--- src/design/assert_macros.svh ---
`ifndef ASSERT_MACROS_SVH
`define ASSERT_MACROS_SVH

// property checked at every clock edge outside reset
`define ASSERT_CLK(lbl, prop, msg) \
    lbl: assert property (@(posedge i_clk) disable iff (!i_rst_n) prop) \
        else $error(msg);

// condition in this cycle implies a consequence in the next cycle
`define ASSERT_NEXT(lbl, ante, cons, msg) \
    lbl: assert property (@(posedge i_clk) disable iff (!i_rst_n) (ante) |=> (cons)) \
        else $error(msg);

`endif

--- src/design/pats_pkg.sv ---
package pats_pkg;

    // command codes carried in the input tuser
    localparam logic [2:0] MODE_CREATE = 3'd0;
    localparam logic [2:0] MODE_SET    = 3'd1;
    localparam logic [2:0] MODE_GET    = 3'd2;
    localparam logic [2:0] MODE_REMOVE = 3'd3;
    localparam logic [2:0] MODE_SCHED  = 3'd4;
    localparam logic [2:0] MODE_READY  = 3'd5;
    localparam logic [2:0] MODE_TICK   = 3'd6;

    localparam logic signed [7:0] PRIO_MIN  = -8'sd20;
    localparam logic signed [7:0] PRIO_MAX  = 8'sd20;
    localparam logic signed [7:0] AGE_STEP  = -8'sd1;
    localparam logic signed [7:0] DYN_FLOOR = -8'sd128;

    localparam logic [7:0] QLEN_RESET = 8'd20;

    typedef enum logic [2:0] {
        S_IDLE,
        S_EXEC,
        S_WAIT,
        S_SCAN,
        S_FIX,
        S_DONE
    } t_state;

    // one table entry, static priority above dynamic priority
    typedef struct packed {
        logic signed [5:0] st;
        logic signed [7:0] dyn;
    } t_entry;

    localparam int ENTRY_W = $bits(t_entry);

    // status from the shared compare and aging unit
    typedef struct packed {
        logic              take;
        logic signed [7:0] aged;
    } t_alu_out;

    typedef struct packed {
        logic [3:0]        chosen_slot;
        logic              chosen_valid;
        logic              quantum_over;
        logic signed [5:0] static_prio;
        logic              accepted;
    } t_res;

endpackage

--- src/design/pats_ram.sv ---
module pats_ram #(
    parameter int WIDTH = 14,
    parameter int DEPTH = 16
) (
    input  logic                     i_clk,
    input  logic                     i_we,
    input  logic [$clog2(DEPTH)-1:0] i_waddr,
    input  logic [WIDTH-1:0]         i_wdata,
    input  logic [$clog2(DEPTH)-1:0] i_raddr,
    output logic [WIDTH-1:0]         o_rdata
);

    logic [WIDTH-1:0] r_mem [DEPTH];
    logic [WIDTH-1:0] r_rdata;

    always_ff @(posedge i_clk) begin
        if (i_we) begin
            r_mem[i_waddr] <= i_wdata;
        end
        r_rdata <= r_mem[i_raddr];
    end

    assign o_rdata = r_rdata;

endmodule

--- src/design/pats_alu.sv ---
module pats_alu (
    input  logic signed [7:0] i_dyn,
    input  logic signed [7:0] i_best,
    input  logic              i_first,
    output pats_pkg::t_alu_out o_res
);
    import pats_pkg::*;

    // strict compare keeps the lowest slot on ties
    always_comb begin
        o_res.take = i_first || (i_dyn < i_best);
        o_res.aged = (i_dyn == DYN_FLOOR) ? DYN_FLOOR : i_dyn + AGE_STEP;
    end

endmodule

--- src/design/priority_aging_task_scheduler.sv ---
// create, set, remove, tick and unused codes go from execute straight to done; get prio and
// returned ready pass through a wait state for the table read; schedule passes scan, then fix.
// one command at a time: the next transfer is taken once the result moves into the output
// register; schedule walks the table once through the shared compare and aging unit
// reset: synchronous active low, clears slot marks, running slot, tick count and
// restores quantum length to 20; the priority table is not cleared
`include "assert_macros.svh"

module priority_aging_task_scheduler #(
    parameter int NUM_TASKS = 16
) (
    input  logic        i_clk,
    input  logic        i_rst_n,
    // command stream
    input  logic        s_tvalid,
    output logic        s_tready,
    input  logic [15:0] s_tdata,   // slot[3:0], use_current[4], priority_req[12:5], is_user[13]
    input  logic [2:0]  s_tuser,   // mode[2:0]
    // result stream
    output logic        m_tvalid,
    input  logic        m_tready,
    output logic [47:0] m_tdata,   // chosen_slot[3:0], chosen_valid[4], quantum_over[5],
                                   // static_prio[11:6], accepted[12], system_clock[44:13]
    // register port
    input  logic        psel,
    input  logic        penable,
    input  logic        pwrite,
    input  logic [2:0]  paddr,
    input  logic [31:0] pwdata,
    output logic [31:0] prdata,
    output logic        pready
);
    import pats_pkg::*;

    localparam int IDX_W = $clog2(NUM_TASKS);
    localparam int CNT_W = $clog2(NUM_TASKS + 1);

    // control state
    t_state                r_state, n_state;
    logic [NUM_TASKS-1:0]  r_valid, n_valid;
    logic [NUM_TASKS-1:0]  r_user, n_user;
    logic [3:0]            r_run, n_run;
    logic [7:0]            r_qleft, n_qleft;
    logic [31:0]           r_tick, n_tick;
    logic [7:0]            r_qlen, n_qlen;
    logic                  r_ovalid, n_ovalid;
    logic [CNT_W-1:0]      r_cnt, n_cnt;
    logic                  r_found, n_found;

    // latched command and working payload
    logic [2:0]            r_mode, n_mode;
    logic [3:0]            r_addr, n_addr;
    logic signed [7:0]     r_req, n_req;
    logic                  r_isu, n_isu;
    logic [IDX_W-1:0]      r_best, n_best;
    t_entry                r_best_ent, n_best_ent;
    t_res                  r_res, n_res;
    t_res                  r_out_res, n_out_res;
    logic [31:0]           r_out_clk, n_out_clk;

    // table port
    logic                  ram_we;
    logic [IDX_W-1:0]      ram_waddr;
    t_entry                ram_wdata;
    logic [IDX_W-1:0]      ram_raddr;
    logic [ENTRY_W-1:0]    ram_rdata;
    t_entry                rd;

    t_alu_out              alu;

    logic [IDX_W-1:0]      a_idx;
    logic [IDX_W-1:0]      e_idx;
    logic [IDX_W-1:0]      run_idx;
    logic                  in_table;
    logic                  run_in;
    logic                  req_ok;
    logic signed [5:0]     p6;

    pats_ram #(
        .WIDTH(ENTRY_W),
        .DEPTH(NUM_TASKS)
    ) u_ram (
        .i_clk  (i_clk),
        .i_we   (ram_we),
        .i_waddr(ram_waddr),
        .i_wdata(ram_wdata),
        .i_raddr(ram_raddr),
        .o_rdata(ram_rdata)
    );

    assign rd = t_entry'(ram_rdata);

    // one compare and one saturating decrement, reused for every slot of the walk
    pats_alu u_alu (
        .i_dyn  (rd.dyn),
        .i_best (r_best_ent.dyn),
        .i_first(!r_found),
        .o_res  (alu)
    );

    assign a_idx    = IDX_W'(r_addr);
    assign e_idx    = IDX_W'(r_cnt - CNT_W'(1));
    assign run_idx  = IDX_W'(r_run);
    assign in_table = 32'(r_addr) < 32'(NUM_TASKS);
    assign run_in   = 32'(r_run) < 32'(NUM_TASKS);
    assign req_ok   = (r_req >= PRIO_MIN) && (r_req <= PRIO_MAX);
    // a rejected create still makes the task, at priority zero
    assign p6       = req_ok ? r_req[5:0] : 6'sd0;

    assign s_tready = (r_state == S_IDLE);
    assign m_tvalid = r_ovalid;
    assign m_tdata  = {3'b000, r_out_clk, r_out_res.accepted, r_out_res.static_prio,
                       r_out_res.quantum_over, r_out_res.chosen_valid,
                       r_out_res.chosen_slot};
    assign pready   = 1'b1;
    assign prdata   = paddr[2] ? 32'd0 : {24'd0, r_qlen};

    always_comb begin
        n_state    = r_state;
        n_valid    = r_valid;
        n_user     = r_user;
        n_run      = r_run;
        n_qleft    = r_qleft;
        n_tick     = r_tick;
        n_qlen     = r_qlen;
        n_cnt      = r_cnt;
        n_found    = r_found;
        n_mode     = r_mode;
        n_addr     = r_addr;
        n_req      = r_req;
        n_isu      = r_isu;
        n_best     = r_best;
        n_best_ent = r_best_ent;
        n_res      = r_res;
        n_out_res  = r_out_res;
        n_out_clk  = r_out_clk;
        // output register empties on a result transfer
        n_ovalid   = r_ovalid && !m_tready;
        ram_we     = 1'b0;
        ram_waddr  = a_idx;
        ram_wdata  = '0;
        ram_raddr  = a_idx;

        unique case (r_state)
            S_IDLE: begin
                if (s_tvalid) begin
                    n_mode  = s_tuser;
                    n_addr  = s_tdata[4] ? r_run : s_tdata[3:0];
                    n_req   = s_tdata[12:5];
                    n_isu   = s_tdata[13];
                    n_state = S_EXEC;
                end
            end
            S_EXEC: begin
                n_res   = '0;
                n_state = S_DONE;
                unique case (r_mode)
                    MODE_CREATE: begin
                        if (in_table) begin
                            n_valid[a_idx] = 1'b1;
                            n_user[a_idx]  = r_isu;
                            ram_we         = 1'b1;
                            ram_wdata.st   = p6;
                            ram_wdata.dyn  = {{2{p6[5]}}, p6};
                            n_res.accepted = req_ok;
                        end
                    end
                    MODE_SET: begin
                        if (in_table && r_valid[a_idx] && req_ok) begin
                            ram_we         = 1'b1;
                            ram_wdata.st   = r_req[5:0];
                            ram_wdata.dyn  = r_req;
                            n_res.accepted = 1'b1;
                        end
                    end
                    MODE_GET, MODE_READY: begin
                        n_state = S_WAIT;
                    end
                    MODE_REMOVE: begin
                        if (in_table) begin
                            n_valid[a_idx] = 1'b0;
                        end
                    end
                    MODE_SCHED: begin
                        ram_raddr = '0;
                        n_cnt     = CNT_W'(1);
                        n_found   = 1'b0;
                        n_state   = S_SCAN;
                    end
                    MODE_TICK: begin
                        n_tick = r_tick + 32'd1;
                        if (run_in && r_valid[run_idx] && r_user[run_idx]) begin
                            n_qleft            = (r_qleft == 8'd0) ? 8'd0 : r_qleft - 8'd1;
                            n_res.quantum_over = (r_qleft <= 8'd1);
                        end
                    end
                    default: begin
                    end
                endcase
            end
            S_WAIT: begin
                // entry data for the addressed slot is on the read port now
                if (in_table && r_valid[a_idx]) begin
                    if (r_mode == MODE_GET) begin
                        n_res.static_prio = rd.st;
                    end else begin
                        ram_we        = 1'b1;
                        ram_wdata.st  = rd.st;
                        ram_wdata.dyn = {{2{rd.st[5]}}, rd.st};
                    end
                end
                n_state = S_DONE;
            end
            S_SCAN: begin
                // every valid slot is aged on the way, the winner is restored after
                ram_raddr = IDX_W'(r_cnt);
                if (r_valid[e_idx]) begin
                    ram_we        = 1'b1;
                    ram_waddr     = e_idx;
                    ram_wdata.st  = rd.st;
                    ram_wdata.dyn = alu.aged;
                    if (alu.take) begin
                        n_found    = 1'b1;
                        n_best     = e_idx;
                        n_best_ent = rd;
                    end
                end
                if (r_cnt == CNT_W'(NUM_TASKS)) begin
                    n_state = S_FIX;
                end else begin
                    n_cnt = r_cnt + CNT_W'(1);
                end
            end
            S_FIX: begin
                if (r_found) begin
                    ram_we             = 1'b1;
                    ram_waddr          = r_best;
                    ram_wdata          = r_best_ent;
                    n_run              = 4'(r_best);
                    n_qleft            = r_qlen;
                    n_res.chosen_slot  = 4'(r_best);
                    n_res.chosen_valid = 1'b1;
                end
                n_state = S_DONE;
            end
            S_DONE: begin
                // wait for room in the output register
                if (!r_ovalid || m_tready) begin
                    n_out_res = r_res;
                    n_out_clk = r_tick;
                    n_ovalid  = 1'b1;
                    n_state   = S_IDLE;
                end
            end
            default: begin
                n_state = S_IDLE;
            end
        endcase

        // quantum length write, word aligned decode
        if (psel && penable && pwrite && !paddr[2]) begin
            n_qlen = pwdata[7:0];
        end
    end

    always_ff @(posedge i_clk) begin
        if (!i_rst_n) begin
            r_state  <= S_IDLE;
            r_valid  <= '0;
            r_user   <= '0;
            r_run    <= 4'd0;
            r_qleft  <= QLEN_RESET;
            r_tick   <= 32'd0;
            r_qlen   <= QLEN_RESET;
            r_ovalid <= 1'b0;
            r_cnt    <= '0;
            r_found  <= 1'b0;
        end else begin
            r_state  <= n_state;
            r_valid  <= n_valid;
            r_user   <= n_user;
            r_run    <= n_run;
            r_qleft  <= n_qleft;
            r_tick   <= n_tick;
            r_qlen   <= n_qlen;
            r_ovalid <= n_ovalid;
            r_cnt    <= n_cnt;
            r_found  <= n_found;
        end
    end

    always_ff @(posedge i_clk) begin
        r_mode     <= n_mode;
        r_addr     <= n_addr;
        r_req      <= n_req;
        r_isu      <= n_isu;
        r_best     <= n_best;
        r_best_ent <= n_best_ent;
        r_res      <= n_res;
        r_out_res  <= n_out_res;
        r_out_clk  <= n_out_clk;
    end

    // walk counter stays inside the table while scanning
    `ASSERT_CLK(a_scan_low, (r_state == S_SCAN) |-> (r_cnt != '0), "scan counter at zero")
    `ASSERT_CLK(a_scan_high, (r_state == S_SCAN) |-> (r_cnt <= CNT_W'(NUM_TASKS)), "scan past end")
    // an accepted command always starts execution next
    `ASSERT_NEXT(a_accept_exec, s_tvalid && s_tready, r_state == S_EXEC, "command not executed")
    // a picked task is a valid slot once it becomes the running slot
    `ASSERT_NEXT(a_pick_valid, (r_state == S_FIX) && r_found, r_valid[run_idx], "bad pick")
    // the clock count moves by at most one per cycle
    `ASSERT_CLK(a_tick_step, (r_tick - $past(r_tick)) <= 32'd1, "tick count jumped")

endmodule
--- config.mk ---
export PLATFORM = sky130hd
export DESIGN_NAME = priority_aging_task_scheduler
export DESIGN_NICKNAME = d
export VERILOG_FILES = /design/src/design/pats_pkg.sv /design/src/design/pats_ram.sv /design/src/design/pats_alu.sv /design/src/design/priority_aging_task_scheduler.sv
export VERILOG_INCLUDE_DIRS = /design/src /design/src/design
export SDC_FILE = /design/constraint.sdc
export NUM_CORES = 1
export LEC_CHECK = 0
export ABC_AREA = 1
export BUFFER_PORTS_ARGS = -buffer_cell sky130_fd_sc_hd__buf_2
export CAP_MARGIN = 10
export CELL_PAD_IN_SITES_DETAIL_PLACEMENT = 0
export CELL_PAD_IN_SITES_GLOBAL_PLACEMENT = 2
export CORE_UTILIZATION = 41
export DETAILED_ROUTE_END_ITERATION = 10
export PLACE_DENSITY = 0.81
export SETUP_SLACK_MARGIN = 0.15
export SLEW_MARGIN = 10
export SYNTH_ARGS = -nofsm -noshare
export SYNTH_HDL_FRONTEND = slang
export SYNTH_HIERARCHICAL = 1
export SYNTH_SLANG_ARGS = --single-unit
--- constraint.sdc ---
create_clock -name i_clk -period 8.25 [get_ports i_clk]
set_input_delay 1.65 -clock i_clk [delete_from_list [all_inputs] [get_ports i_clk]]
set_output_delay 1.65 -clock i_clk [all_outputs]
set_load 0.1 [all_outputs]
== Word-level counts from Yosys, hierarchy flattened ==
Memories as Yosys holds them, arrays and structs flattened. A register that Yosys moved wholly into a read port is not among the register bits.
Index checks and enable logic that the tools add are counted.

* Memory bits (writable): 224
* Output and inout bits: 83
* Register bits after elaboration: 186
* Memories: 1
* Latch bits: 0
* Bits in read-only memories: 0
* Logic and storage cells: 169
* Input bits: 61

{| class="wikitable"
|+ Memories
! memory !! words !! width !! read ports !! clocked after memory_dff !! write ports !! RTL line !! text
|-
| u_ram.r_mem || 16 || 14 || 1 || 1 || 1 || pats_ram.sv:13 || <nowiki>logic [WIDTH-1:0] r_mem [DEPTH];</nowiki>
|}

* Magnitude comparators: 8
* Add/subtract/negate cells: 5
* Shift-type cells: 0
* Div/mod/pow operators: 0
* Multiply operators: 0
* Mux-type cells: 62
* Reductions and logical operators: 37
* Bitwise logic cells: 3
* Equality and inequality tests: 25

{| class="wikitable"
|+ Operators with widths
! operator !! number
|-
| $mux W14 || 5
|-
| $pmux W14 S4 || 1
|-
| $mux W8 || 6
|-
| $add A32 B1 Y32 const B || 1
|-
| $pmux W16 S2 || 1
|-
| $pmux W14 S2 || 1
|-
| $ne A2 B2 Y1 const B || 10
|-
| $pmux W5 S2 || 2
|-
| $mux W6 || 3
|-
| $mux W1 || 17
|-
| $and A16 B16 Y16 || 1
|-
| $bmux W1 S4 || 4
|-
| $bwmux W16 || 1
|-
| $mux W4 || 4
|-
| $not A16 Y16 || 1
|-
| $or A16 B16 Y16 || 1
|-
| $pmux W4 S2 || 2
|-
| $pmux W8 S2 || 1
|-
| $reduce_and A2 Y1 || 8
|-
| $eq A3 B3 Y1 const B || 5
|-
| $lt A4 B5 Y1 const B || 3
|-
| $mux W5 || 3
|-
| $pmux W3 S5 || 1
|-
| $eq A3 B2 Y1 const B || 4
|-
| other kinds (28) || 54
|}

== Logic depth before layout (Yosys ltp) ==
* Word-level depth: 8
* Mapped depth: 15
* Gate-level depth less buffers: 15

== Hierarchy ==
Netlist, hierarchy kept.

{| class="wikitable"
|+ Modules (own cells, without submodules)
! module !! instances !! cells each !! area an instance (µm²) !! seq. area each (µm²)
|-
| pats_ram || 1 || 943 || 9,985.8 || 7,006.7
|-
| priority_aging_task_scheduler || 1 || 1,151 || 9,193.8 || 4,644.5
|-
| pats_alu || 1 || 71 || 402.9 || 0.0
|}

== Worst setup path after synthesis ==
No wires, ideal clock.

* Path kind: input port to output port
* Start point: input port paddr[2]
* End point: output port prdata[0]
* Arrival: 3,102 ps
* Required time: 6,600 ps
* Path buffers: 1
* Slack: 3,498 ps
* Stages: 2
* Path through: clkbuf_1 nor2_1

* Longest elaborated chain between the ends: 1

{| class="wikitable"
|+ RTL lines
! what !! RTL line !! text
|-
| start, declared || priority_aging_task_scheduler.sv:28 || <nowiki>input logic [2:0] paddr,</nowiki>
|-
| $mux W8 || priority_aging_task_scheduler.sv:116 || <nowiki>assign prdata = paddr[2] ? 32'd0 : {24'd0, r_qlen};</nowiki>
|-
| end, declared || priority_aging_task_scheduler.sv:30 || <nowiki>output logic [31:0] prdata,</nowiki>
|}

Every way passes these cells.

== Worst setup path after layout ==
* Start point: register r_cnt[0]
* End point: memory u_ram.r_mem[3][12], enable pin

* Elaborated cells on any way between the ends: 9
* Those cells by class: add/sub: 1; mux: 8

{| class="wikitable"
|+ RTL lines
! what !! RTL line !! text
|-
| start, declared || priority_aging_task_scheduler.sv:47 || <nowiki>logic [CNT_W-1:0] r_cnt, n_cnt;</nowiki>
|-
| start signal, assigned || priority_aging_task_scheduler.sv:287 || <nowiki>r_cnt <= n_cnt;</nowiki>
|-
| $sub A4 B1 Y4 (*) || priority_aging_task_scheduler.sv:102 || <nowiki>assign e_idx = IDX_W'(r_cnt - CNT_W'(1));</nowiki>
|-
| named net e_idx[0] || priority_aging_task_scheduler.sv:72 || <nowiki>logic [IDX_W-1:0] e_idx;</nowiki>
|-
| $bmux W1 S4 || priority_aging_task_scheduler.sv:217 || <nowiki>if (r_valid[e_idx]) begin</nowiki>
|-
| $mux W1 (not written as such) || priority_aging_task_scheduler.sv:217 ||
|-
| $mux W4 (*) || priority_aging_task_scheduler.sv:217 ||
|-
| $pmux W4 S2 (*) || priority_aging_task_scheduler.sv:144 || <nowiki>unique case (r_state)</nowiki>
|-
| named net ram_waddr[0] || priority_aging_task_scheduler.sv:63 || <nowiki>logic [IDX_W-1:0] ram_waddr;</nowiki>
|-
| end, declared || pats_ram.sv:13 ||
|}

The timed path passes the listed nets; every way through them passes the cells marked *. The select of a mux whose other input is x is not followed.

==> impl_metrics.tcl <==
set metrics [dict create \
    n_antenna_cell 0 \
    ios 144 \
    setup_ws_ns 3.903 \
    area_growth_pct 12.41 \
    fin_crit_sh_pct 52.69 \
    overflow 0 \
    via_per_inst 4.910 \
    ys.flop_type "edfxtp_1" \
    post-synth-top-area-cell "edfxtp_1" \
    synthCells 2165 \
    cts_buffer_depth 3 \
    synth_edf_count 316 \
    fin_nets 2328 \
    placed_area_um2 20500 \
    crit_path_max_fanout 18 \
    yosys-top-cells-count "nand2_1 (629), edfxtp_1 (316), inv_1 (310)" \
    tightest_slew_ns 1.086 \
    drtAntennaViolNets 0 \
    end_kind "flop" \
    final_area_um2 22010 \
    syn_avg_cell_area_um2 9.045 \
    async_reset_ff_share_pct 0 \
    slew_violations 0 \
    cap_violations 0 \
    start_util_pct 41.80 \
    final_layout_size_suffix_gt1_share_pct 10.31 \
    place_congestion 0.8140 \
    place_ws_ns 3.854 \
    synth_most_common_cell "nand2_1" \
    core_um2 46850 \
    htreeDepth 2 \
    arrival_ns 4.63 \
    antenna_found_initial 0 \
    die_w_um 220.5 \
    holdWs_ns 0.4148 \
    cts_tree "done" \
    worstSetupPathType "reg2reg" \
    min_path_type "reg2reg" \
    hold_buffers 0 \
    die_h_um 220.5 \
    drc_errors 8 \
    routedWlPerCell_um 17.31 \
    routed_wirelength_um 50140 \
    critPathLaunchType "flop" \
    cts-root-buf "clkbuf_16" \
    dieArea_um2 48640 \
    dr.pass1.iters 8 \
    grt.total_usage_pct 20.96 \
    nFillCells 4530 \
    violations "design-rule violations" \
    syn_area_um2 19580 \
    fin_crit_ns 4.347 \
    grt_pass1_wl_um 76990 \
    clk_pin_slew_worst_paths_ns 0.06 \
    leakage_uw 0.009177 \
    dp.cells 2809 \
    worstPathRequired_ns 8.53 \
    numCtsBuffers 47 \
    numPortBuffers 87 \
    cts-resized-gates 0 \
    clkSinkCount 424 \
    synth_seq_cells 424 \
    finalSetupViolCount 0 \
    vias 14220 \
    ys_top_cells_by_area "edfxtp_1 (48%), nand2_1 (12%), dfxtp_1 (11%), nand3_1 (6.6%), inv_1 (5.9%)" \
    clock_latency_ns 0.60 \
    synth.top_cell.area_share_pct 48.46 \
    fin_tns_setup_ns 0 \
    ys_types 44 \
    synth_seq_area_share_pct 59.50 \
    ir_worst_vdd_mv 0.1402 \
    p_per_area_nw_per_um2 238.8 \
    skew_ns 0.01989 \
    fmax_mhz 230.0 \
    cts_setup_buffers 0 \
    outcome "complete, but fails checks" \
    finalHoldViolCount 0 \
    dpl.hpwl_um 31800 \
    grt_setup_unrepaired "no" \
    drt_iter0_drc 1003 \
    grt_pass1_vias 13400 \
    synth_warnings 6 \
    max_slew_margin_pct 27.31 \
    grt_max_degree 80 \
    row_count 79 \
    final_cells 2896 \
]
[cell families (layout without fill, tap and decap cells)]
kind of cell / count (synthesis) / count (layout) / synth area share (%)
DFF: 424 / 424 / 59.50
AOI/OAI and AO/OA: 167 / 167 / 4.562
buffers and inverters: 429 / 527 / 9.520
and+or+nand+nor: 1106 / 1106 / 24.38
other: 2 / 28 / 0.03835
adders and majority gates: 16 / 16 / 1.022
xor gates and xnor gates: 21 / 21 / 0.9776
[critical path: stages, from the launching register on]
cell      delay (ns)
dfxtp_1         0.65
inv_2           0.20
ha_1            0.48
inv_1           0.15
nor2_1          0.12
nand2_1         0.06
nand3_1         0.11
nand3_2         0.13
nand2_4         0.24
nand2_1         0.14
o211ai_1        0.38
nand2_1         0.18
nor2_1          0.82
buf_4           0.36
[per-stage QoR]
step / util [%] / power [uW]
after global placement: 43.76 / 3250
after detailed placement: 43.76 / 3252
final: 46.99 / 5257
after floorplan: - / 3059
after global routing: 46.99 / 5477
after CTS: 46.99 / 5314
[cell type report]
cell class,count,area [um2],share of cell area (%)
clock buffer,61,1324,6.013
multi-input combinational,1338,6218,28.25
timing repair buffer,116,653.1,2.967
inverter,324,1219,5.536
sequential,424,11650,52.93
clock inverter,26,188.9,0.8582
tap,607,759.5,3.450
[power breakdown]
group | total, uW | internal [uW] | switching, uW
Clock | 2050 | 1190 | 860
Combinational | 761 | 185 | 576
Sequential | 2440 | 2360 | 78.1
[state kept, by name, indices dropped and copies added (netlist names), named ones only]
| register | cells |
|---|---|
| u_ram/o_rdata | 14 |
| r_found | 1 |
| r_out_clk | 32 |
| m_tvalid | 1 |
| r_isu | 1 |
| r_mode | 3 |
| r_run | 4 |
| r_user | 16 |
| m_tdata | 13 |
| r_qleft | 8 |
| r_best_ent | 14 |
| r_state | 3 |
| r_qlen | 8 |
| a_idx | 4 |
| r_res | 13 |
| r_tick | 32 |
| r_req | 8 |
| r_best | 4 |
| u_ram/r_mem | 224 |
| r_cnt | 5 |
[placed cells by master, fill, tap and decap left out, types with 3 or more instances in the layout]
master | Yosys | layout
a21oi_1 | 106 | 105
a22oi_1 | 3 | 3
buf_2 | 33 | 87
buf_4 | 34 | 29
clkbuf_1 | 21 | 9
clkbuf_16 | 0 | 51
clkinv_1 | 0 | 12
clkinv_2 | 0 | 8
conb_1 | 2 | 28
dfxtp_1 | 108 | 108
edfxtp_1 | 316 | 316
ha_1 | 16 | 16
inv_1 | 310 | 309
inv_2 | 13 | 14
nand2_1 | 629 | 629
nand2_2 | 7 | 7
nand3_1 | 259 | 259
nand3_2 | 3 | 3
nand3b_1 | 6 | 6
nand4_1 | 21 | 21
nor2_1 | 128 | 128
nor2_2 | 3 | 3
nor2_4 | 5 | 5
nor3_1 | 27 | 26
nor3_2 | 4 | 5
nor4_1 | 3 | 3
o211ai_1 | 9 | 9
o21ai_0 | 29 | 28
o21ai_1 | 6 | 6
o22ai_1 | 8 | 5
xnor2_1 | 5 | 5
xor2_1 | 15 | 15
[path summary, 6_finish.rpt]
kind | startpoint | end | slack (ns) | cells past startpoint
setup reg to reg | r_cnt[0] | u_ram/r_mem[3][12] | 3.90 | 13
setup / recovery | r_cnt[0] | u_ram/r_mem[3][12] | 3.90 | 13
hold / removal | r_res[12] | m_tdata[3] | 0.41 | 0
hold reg to reg | r_res[12] | m_tdata[3] | 0.41 | 0
[per-layer routing]
metal | part of all wire, % | vias to the layer above | GRT usage [%]
met2 | 47 | 284 | 34.12
li1 | - | 7175 | -
met5 | 0 | - | 0
met3 | 5.0 | 63 | 3.863
met4 | 1.7 | 0 | 4.954
met1 | 47 | 6696 | 28.95
No activity file was read; power rests on OpenSTA's default activity.
